<file path="src/rtl/hqr_pkg.sv">
package hqr_pkg;

    localparam int MaxOrder = 8;
    localparam int FracBits = 16;
    localparam int ElemW    = 32;
    localparam int Depth    = 64;
    localparam int AddrW    = $clog2(Depth);
    localparam int OrderW   = 4;
    localparam int RotN     = MaxOrder - 1;
    localparam int KW       = $clog2(RotN);
    localparam int QW       = FracBits + 1;
    localparam int CsW      = FracBits + 2;
    localparam int NumW     = ElemW + FracBits + 1;
    localparam int MulW     = ElemW + 1;
    localparam int AccW     = 2 * ElemW + 1;
    localparam int SqW      = 2 * ElemW;
    localparam int DivCntW  = $clog2(QW + 1);

    typedef enum logic [2:0] {
        MUL_XX,
        MUL_YY,
        MUL_CX,
        MUL_SY,
        MUL_CY,
        MUL_SX
    } t_mul_sel;

    typedef enum logic [1:0] {
        ACC_HOLD,
        ACC_LOAD,
        ACC_ADD,
        ACC_SUB
    } t_acc_op;

    typedef struct packed {
        logic             mem_we;
        logic             mem_we_load;
        logic [AddrW-1:0] wr_addr;
        logic [AddrW-1:0] rd_addr;
        logic             ld_x;
        logic             ld_y;
        t_mul_sel         mul_sel;
        t_acc_op          acc_op;
        logic             sqrt_start;
        logic             div_start;
        logic             div_sel_y;
        logic             rot_wr;
        logic             rot_rd;
        logic [KW-1:0]    rot_k;
    } t_dp_cmd;

    typedef struct packed {
        logic sqrt_done;
        logic norm_zero;
        logic div_done;
    } t_dp_stat;

endpackage

</file>
<file path="src/rtl/hqr_ctrl.sv">
module hqr_ctrl (
    input  logic                        i_clk,
    input  logic                        i_rst_n,
    input  logic                        i_start,
    input  logic                        i_load_last,
    input  logic [hqr_pkg::OrderW-1:0]  i_order,
    input  hqr_pkg::t_dp_stat           i_stat,
    output hqr_pkg::t_dp_cmd            o_cmd,
    output logic                        o_busy,
    output logic                        o_res_strobe,
    output logic                        o_res_last,
    output logic                        o_err
);
    import hqr_pkg::*;

    typedef enum logic [4:0] {
        S_IDLE,
        S_P_RA, S_P_RB, S_P_LB, S_P_M1, S_P_M2, S_P_M3,
        S_P_SQ, S_P_SQW, S_P_DC, S_P_DS,
        S_R_RX, S_R_RY, S_R_LY, S_R_M2, S_R_M3, S_R_M4, S_R_M5, S_R_WY,
        S_C_ROT,
        S_EMIT
    } t_state;

    t_state            r_state;
    logic [AddrW-1:0]  r_load_cnt;
    logic [OrderW-1:0] r_m;
    logic [KW-1:0]     r_k, r_j;
    logic              r_col;
    logic [AddrW-1:0]  r_e;
    logic              r_strobe, r_last, r_err;

    logic [OrderW-1:0] w_m_clamped;
    logic [AddrW:0]    w_pair_a, w_row_x, w_col_x, w_x, w_y, w_total;
    logic              w_e_last, w_row_end, w_col_end, w_more_k;

    always_comb begin
        if (i_order < OrderW'(2)) begin
            w_m_clamped = OrderW'(2);
        end else if (i_order > OrderW'(MaxOrder)) begin
            w_m_clamped = OrderW'(MaxOrder);
        end else begin
            w_m_clamped = i_order;
        end
    end

    assign w_pair_a = (AddrW+1)'(r_k) * (AddrW+1)'(r_m) + (AddrW+1)'(r_k);
    assign w_row_x  = (AddrW+1)'(r_j) * (AddrW+1)'(r_m) + (AddrW+1)'(r_k);
    assign w_col_x  = (AddrW+1)'(r_k) * (AddrW+1)'(r_m) + (AddrW+1)'(r_j);
    assign w_x      = r_col ? w_col_x : w_row_x;
    assign w_y      = r_col ? (w_col_x + (AddrW+1)'(r_m)) : (w_row_x + (AddrW+1)'(1));
    assign w_total  = (AddrW+1)'(r_m) * (AddrW+1)'(r_m);
    assign w_e_last = ((AddrW+1)'(r_e) + (AddrW+1)'(1)) == w_total;
    assign w_row_end = (OrderW'(r_j) + OrderW'(1)) == r_m;
    assign w_col_end = (OrderW'(r_j) == OrderW'(r_k) + OrderW'(1));
    assign w_more_k  = (OrderW'(r_k) + OrderW'(2)) < r_m;

    always_comb begin
        o_cmd         = '0;
        o_cmd.mul_sel = MUL_XX;
        o_cmd.acc_op  = ACC_HOLD;
        o_cmd.rot_k   = r_k;
        case (r_state)
            S_IDLE: begin
                if (i_start) begin
                    o_cmd.mem_we      = 1'b1;
                    o_cmd.mem_we_load = 1'b1;
                    o_cmd.wr_addr     = r_load_cnt;
                end
            end
            S_P_RA: o_cmd.rd_addr = w_pair_a[AddrW-1:0];
            S_P_RB: begin
                o_cmd.rd_addr = AddrW'(w_pair_a + (AddrW+1)'(1));
                o_cmd.ld_x    = 1'b1;
            end
            S_P_LB: o_cmd.ld_y = 1'b1;
            S_P_M1: o_cmd.mul_sel = MUL_XX;
            S_P_M2: begin
                o_cmd.mul_sel = MUL_YY;
                o_cmd.acc_op  = ACC_LOAD;
            end
            S_P_M3: o_cmd.acc_op = ACC_ADD;
            S_P_SQ: o_cmd.sqrt_start = 1'b1;
            S_P_SQW: begin
                if (i_stat.sqrt_done && !i_stat.norm_zero) begin
                    o_cmd.div_start = 1'b1;
                end
            end
            S_P_DC: begin
                if (i_stat.div_done) begin
                    o_cmd.div_start = 1'b1;
                    o_cmd.div_sel_y = 1'b1;
                end
            end
            S_P_DS: o_cmd.rot_wr = i_stat.div_done;
            S_R_RX: o_cmd.rd_addr = w_x[AddrW-1:0];
            S_R_RY: begin
                o_cmd.rd_addr = w_y[AddrW-1:0];
                o_cmd.ld_x    = 1'b1;
            end
            S_R_LY: begin
                o_cmd.ld_y    = 1'b1;
                o_cmd.mul_sel = MUL_CX;
            end
            S_R_M2: begin
                o_cmd.mul_sel = MUL_SY;
                o_cmd.acc_op  = ACC_LOAD;
            end
            S_R_M3: begin
                o_cmd.mul_sel = MUL_CY;
                o_cmd.acc_op  = ACC_ADD;
            end
            S_R_M4: begin
                o_cmd.mul_sel = MUL_SX;
                o_cmd.acc_op  = ACC_LOAD;
                o_cmd.mem_we  = 1'b1;
                o_cmd.wr_addr = w_x[AddrW-1:0];
            end
            S_R_M5: o_cmd.acc_op = ACC_SUB;
            S_R_WY: begin
                o_cmd.mem_we  = 1'b1;
                o_cmd.wr_addr = w_y[AddrW-1:0];
            end
            S_C_ROT: o_cmd.rot_rd = 1'b1;
            S_EMIT:  o_cmd.rd_addr = r_e;
            default: ;
        endcase
    end

    always_ff @(posedge i_clk) begin
        if (!i_rst_n) begin
            r_state    <= S_IDLE;
            r_load_cnt <= '0;
            r_m        <= OrderW'(MaxOrder);
            r_k        <= '0;
            r_j        <= '0;
            r_col      <= 1'b0;
            r_e        <= '0;
            r_strobe   <= 1'b0;
            r_last     <= 1'b0;
            r_err      <= 1'b0;
        end else begin
            r_strobe <= 1'b0;
            r_last   <= 1'b0;
            case (r_state)
                S_IDLE: begin
                    if (i_start) begin
                        if (i_load_last) begin
                            r_load_cnt <= '0;
                            r_m        <= w_m_clamped;
                            r_k        <= '0;
                            r_col      <= 1'b0;
                            r_err      <= 1'b0;
                            r_state    <= S_P_RA;
                        end else begin
                            r_load_cnt <= r_load_cnt + AddrW'(1);
                        end
                    end
                end
                S_P_RA:  r_state <= S_P_RB;
                S_P_RB:  r_state <= S_P_LB;
                S_P_LB:  r_state <= S_P_M1;
                S_P_M1:  r_state <= S_P_M2;
                S_P_M2:  r_state <= S_P_M3;
                S_P_M3:  r_state <= S_P_SQ;
                S_P_SQ:  r_state <= S_P_SQW;
                S_P_SQW: begin
                    if (i_stat.sqrt_done) begin
                        if (i_stat.norm_zero) begin
                            r_err   <= 1'b1;
                            r_e     <= '0;
                            r_state <= S_EMIT;
                        end else begin
                            r_state <= S_P_DC;
                        end
                    end
                end
                S_P_DC: begin
                    if (i_stat.div_done) begin
                        r_state <= S_P_DS;
                    end
                end
                S_P_DS: begin
                    if (i_stat.div_done) begin
                        r_j     <= r_k;
                        r_state <= S_R_RX;
                    end
                end
                S_R_RX: r_state <= S_R_RY;
                S_R_RY: r_state <= S_R_LY;
                S_R_LY: r_state <= S_R_M2;
                S_R_M2: r_state <= S_R_M3;
                S_R_M3: r_state <= S_R_M4;
                S_R_M4: r_state <= S_R_M5;
                S_R_M5: r_state <= S_R_WY;
                S_R_WY: begin
                    if (!r_col) begin
                        if (!w_row_end) begin
                            r_j     <= r_j + KW'(1);
                            r_state <= S_R_RX;
                        end else if (w_more_k) begin
                            r_k     <= r_k + KW'(1);
                            r_state <= S_P_RA;
                        end else begin
                            r_col   <= 1'b1;
                            r_k     <= '0;
                            r_state <= S_C_ROT;
                        end
                    end else begin
                        if (!w_col_end) begin
                            r_j     <= r_j + KW'(1);
                            r_state <= S_R_RX;
                        end else if (w_more_k) begin
                            r_k     <= r_k + KW'(1);
                            r_state <= S_C_ROT;
                        end else begin
                            r_e     <= '0;
                            r_state <= S_EMIT;
                        end
                    end
                end
                S_C_ROT: begin
                    r_j     <= '0;
                    r_state <= S_R_RX;
                end
                S_EMIT: begin
                    r_strobe <= 1'b1;
                    r_last   <= w_e_last;
                    r_e      <= r_e + AddrW'(1);
                    if (w_e_last) begin
                        r_state <= S_IDLE;
                    end
                end
                default: r_state <= S_IDLE;
            endcase
        end
    end

    assign o_busy       = (r_state != S_IDLE);
    assign o_res_strobe = r_strobe;
    assign o_res_last   = r_last;
    assign o_err        = r_err;

endmodule

</file>
<file path="config.mk">
export PLATFORM = sky130hd
export DESIGN_NAME = hqr_ctrl
export DESIGN_NICKNAME = d
export VERILOG_FILES = /design/src/rtl/hqr_pkg.sv /design/src/rtl/hqr_ctrl.sv
export SDC_FILE = /design/constraint.sdc
export NUM_CORES = 1
export LEC_CHECK = 0
export BUFFER_PORTS_ARGS = -buffer_cell sky130_fd_sc_hd__buf_2
export CORE_MARGIN = 2
export CORE_UTILIZATION = 61
export DETAILED_ROUTE_END_ITERATION = 8
export PLACE_DENSITY_LB_ADDON = 0.12
export SYNTH_ARGS = -nofsm -noshare
export SYNTH_HDL_FRONTEND = slang
export SYNTH_SLANG_ARGS = --single-unit
</file>
<file path="constraint.sdc">
create_clock -name i_clk -period 6 [get_ports i_clk]
set_clock_uncertainty 0.05 [all_clocks]
set_input_delay 0.6 -clock i_clk [delete_from_list [all_inputs] [get_ports i_clk]]
set_output_delay 0.6 -clock i_clk [all_outputs]
set_load 0.01 [all_outputs]
</file>
# ---- Yosys cells after proc, flatten, opt, wreduce, memory -nomap -nowiden
# Index checks and enable logic that the tools add are counted.
dict set report totals {
  reg_bits 31
  output_inout_bits 33
  input_bits 11
}
dict set report op_classes {
  reduce_logical 22
  magnitude_cmp 3
  addsub 14
  multipliers 3
  muxes 63
  eq_ne 38
}
# op count
set ops {}
lappend ops {{$pmux 5 s21} 1}
lappend ops {{$mux 5} 11}
lappend ops {{$mux 6} 8}
lappend ops {{$eq 5x4->1 const B} 8}
lappend ops {{$mux 3} 12}
lappend ops {{$pmux 6 s3} 2}
lappend ops {{$pmux 6 s5} 1}
lappend ops {{$eq 5x5->1 const B} 5}
lappend ops {{$add 6x1->6 const B} 4}
lappend ops {{$eq 5x3->1 const B} 4}
lappend ops {{$ne 2x2->1 const B} 10}
lappend ops {{$add 6x3->6} 3}
lappend ops {{$reduce_and 6->1} 3}
lappend ops {{$mux 1} 16}
lappend ops {{$ne 3x3->1 const B} 5}
lappend ops {{$pmux 3 s5} 1}
lappend ops {{$mul 3x4->6} 2}
lappend ops {{$eq 5x2->1 const B} 2}
lappend ops {{$pmux 3 s3} 1}
lappend ops {{$add 3x1->4 const B} 2}
lappend ops {{$mux 4} 2}
lappend ops {{$mux 8} 1}
lappend ops {{$pmux 1 s2} 4}
lappend ops {{$reduce_or 2->1} 4}
lappend ops {{other kinds (26)} 31}

# ---- Logic depth before layout (Yosys ltp)
dict set report depth {
  ltp_word 6
  depth_mapped 14
  ltp_nobuf 13
}

# ---- Least setup slack after synthesis
# Ideal clock, no wire load.
dict set report synth_path {
  kind {reg-to-output}
  start {register r_m[0]}
  end {output port o_cmd[20] (netlist name)}
  n_path_buf 1
  arrival_time_ps 3744
  stages_incl_launch_ff 14
  path_slack_ps 1606
  required_ps 5350
  cell_sequence {dfxtp_1 > clkbuf_1 > nand2_1 > fa_1 > inv_1 > fa_1 > inv_1 > fa_1 > nand3b_1 > or2_0 > or4_1 > or3_1 > nand3_1 > o211ai_2}
}
# element line_no
set synth_rtl {}
lappend synth_rtl {{from (decl)} hqr_ctrl.sv:27} ;# logic [OrderW-1:0] r_m;
lappend synth_rtl {{from (signal assigned)} hqr_ctrl.sv:134} ;# r_m <= OrderW'(MaxOrder);
lappend synth_rtl {{from (signal assigned)} hqr_ctrl.sv:150} ;# r_m <= w_m_clamped;
lappend synth_rtl {{to (decl)} hqr_ctrl.sv:8} ;# output hqr_pkg::t_dp_cmd o_cmd,

==> out/metrics.csv <==
stage,metric,value,unit
timing,hold_viol,0,
power,vdd_drop_max,147,uV
power,power.share.clock,0.357,
floorplanning,fp-row-count,29,
global_route,use_met1,0.465,
power,swShare,0.320,
floorplanning,coreArea,0.00642,mm2
finish,stdcell_count,637,
timing,rsz0062_at_grt,no,
global_route,overflow,0,
timing,timing.final.ws_setup,0.972,ns
cts,root_buffer,clkbuf_8,
synth,synth-compound-area-share,0.214,
timing,setup_viol,0,
synth,syn_area,0.00410,mm2
worst_setup_path,crit_path_max_fanout,18,
worst_setup_path,timing.rr.start,r_state[4],
finish,antennaDiodeCount,0,
floorplanning,die_area,0.00739,mm2
power,leakage,2.05,nW
synth,yosys_warnings,0,
timing,finalCritPeriodShare,0.838,
global_route,grt_pass1_wl,19500,um
place,place.gp.congestion,0.986,
synth,synth_edf_count,0,
finish,drive_above_1_share,0.125,
cts,cts_setup_buffers,0,
timing,setup-tns-final,0,ns
finish,final_core_util,0.673,
timing,slew_headroom,0.313,
cts,clock-sinks,31,
routing,drt-total-wl,12000,um
synth,ys.flop_type,dfxtp_1,
synth,syn_area_per_cell,7.63,um2
worst_setup_path,crit_arrival,4.38,ns
cts,cts_max_level,2,
global_route,grt_pass1_vias,3944,
floorplanning,ios,44,
floorplanning,initial_core_util,0.638,
synth,ys_async_sr_fraction,0,
timing,holdWs,0.460,ns
place,port-buffer-count,43,
run,drv_cap,0,
routing,dr.first_iter.drc_count,283,
routing,vias_per_cell,6.64,
synth,yosysUniqueCellTypes,77,
synth,yosys.cell_count.top_type,nand2_1,
timing,max_freq,199,MHz
timing,tightestPinTransition,1.02,ns
synth,ys_ff_latch,31,
power,powerDensity,108,mW/mm2
cts,cts.repair.resized,0,
global_route,use_met2,0.516,
worst_setup_path,ff2ff_setup_slack,3.17,ns
routing,ant_nets,0,
worst_setup_path,critPathRequiredTime,5.35,ns
worst_hold_path,min_from,o_err,
synth,syn_inst,537,
timing,post-route-min-period,5.03,ns
synth,synth_xor_area_frac,0.0965,
synth,yosysTopAreaCell,dfxtp_1,
power,p_sw,149,uW
power,p_seq_frac,0.482,
worst_setup_path,start_kind,flip-flop,
synth,synthTopCellsByArea,"dfxtp_1, ha_1, nand2_1",
finish,nFillCells,573,
finish,syn_to_final_growth,5.37,%
cts,cts_tree,yes,
synth,synth_top_family_by_area,simple AND/OR/NAND/NOR gates,
worst_setup_path,timing_worst_setup_path_type,flip-flop to primary output,
global_route,use_met3,0.0635,
cts,clock_latency,0.28,ns
status,status,finished clean,
routing,wire_per_inst,18.8,um
routing,drt-pass1-iter-count,7,
cts,cts_hold_buf,0,
global_route,grtUsageTotal,0.332,
synth,seq_area_frac_synth,0.151,
floorplanning,die_h,86.0,um
worst_setup_path,r2r_end,r_e[0],
global_route,antenna_found_initial,0,
global_route,top_usage_layer,met2,
worst_setup_path,r2r_cells,5,
cts,clkTransAtPathRegs,0.07,ns
synth,yosys.area_share.simple,0.289,
worst_hold_path,hp-class,flip-flop to flip-flop,
synth,synthTopCellsByCount,"nand2_1, nor2_1, a21oi_1",
routing,vias,4232,
global_route,grt_max_degree,29,
cts,clk_path_buf_depth,2,
power,internal_power,316,uW
timing,drv_slew,0,
power,combPwrFrac,0.160,
synth,synth.top_cell.area_share,0.151,
finish,final_nets,620,
place,dp_hpwl,9260,um
worst_hold_path,hold_path_depth,2,
place,dpl_worst_slack,1.27,ns
synth,synth_mux_area_frac,0.0137,
worst_setup_path,end_kind,primary output,
worst_hold_path,whs_endpoint,o_err,
place,placedCellCount,629,
synth,synthesis.nets,598,
floorplanning,fp.dieW,86.0,um
cts,cts_buffers,5,
synth,synthAdderAreaFrac,0.171,
routing,drc,0,
==> worst max-delay path by stage <==
| stage | startpoint | end | slack [ns] | cells after the start |
|---|---|---|---|---|
| finish | r_m[0] | o_cmd[20] | 0.97 | 13 |
| CTS | r_m[0] | o_cmd[20] | 0.97 | 13 |
| global placement | r_m[0] | o_cmd[20] | 1.42 | 13 |
| floorplan | r_m[0] | o_cmd[20] | 1.61 | 13 |
| global route | r_m[0] | o_cmd[20] | 0.70 | 13 |
| detailed placement | r_m[0] | o_cmd[20] | 1.27 | 13 |
==> worst max-delay path, cell delays in order (launching register included) <==
cell and delay (ns):
dfxtp_1 0.62, nand2_1 0.15, fa_1 0.55, inv_1 0.05
fa_1 0.53, inv_1 0.07, fa_1 0.55, nand3b_1 0.24
or2_0 0.24, or4_1 0.38, or3_1 0.34, nand3_1 0.12
o211ai_2 0.08, buf_2 0.16
==> state kept, by name, indices dropped and copies added, names as in the netlist <==
| register | count |
|---|---|
| r_j | 3 |
| r_e | 6 |
| o_err | 1 |
| r_col | 1 |
| o_res_strobe | 1 |
| r_state | 5 |
| r_load_cnt | 6 |
| o_res_last | 1 |
| r_k | 3 |
| r_m | 4 |
==> placed cells by master, fill, tap and decap left out, types with 6 or more instances in the layout <==
master    count
buf_2        43
o211ai_1      6
nor2_1       54
xor2_1       15
nor2b_1       7
dfxtp_1      31
and2_1       19
nand4_1       9
a21oi_1      41
fa_1         10
nand3_1      19
nor3_1       16
a21o_1        7
ha_1         40
inv_1        21
o21ai_0      22
nand2b_1      9
a211oi_1     10
and3_1       14
a31oi_1       6
xnor2_1      15
nand2_1      56
==> area by class of cell <==
class / instances / area, um2 / share of cell area
clock inverter: 2 / 12.5 / 0.00290
multi-input combinational: 454 / 3210 / 0.744
timing repair buffer: 43 / 215 / 0.0498
sequential: 31 / 621 / 0.144
clock buffer: 6 / 72.6 / 0.0168
inverter: 24 / 90.1 / 0.0209
tap: 77 / 96.3 / 0.0223
==> cells by family after synthesis <==
kind of cell / Yosys count
buffers and inverters: 52
adder cells (fa/ha/maj): 50
AO/OA/AOI/OAI: 131
XOR/XNOR: 36
AND/OR/NAND/NOR: 232
multiplexers: 5
flip-flops: 31
==> stage by stage <==
stage | instance area (um2) | total power [mW]
6_report | 4320 | 0.465
5_1_grt | 4320 | 0.483
4_1_cts | 4320 | 0.462
3_5_place_dp | 4230 | 0.300
3_3_place_gp | 4230 | 0.299
2_1_floorplan | 4100 | 0.280
==> metal layers <==
metal | share of wire | wire length, um
met1 | 0.43 | 5120
met2 | 0.46 | 5540
met3 | 0.089 | 1070
met4 | 0.021 | 256
met5 | 0 | 0
==> power by group through the flow <==
stage | Sequential, mW | Combinational (mW) | Clock, mW
final | 0.224 | 0.0746 | 0.166
after global routing | 0.225 | 0.0825 | 0.176
after CTS | 0.224 | 0.0729 | 0.165
after detailed placement | 0.228 | 0.0722 | 0
after global placement | 0.228 | 0.0714 | 0
after floorplan | 0.217 | 0.0629 | 0
No activity file was read; power rests on OpenSTA's default activity.
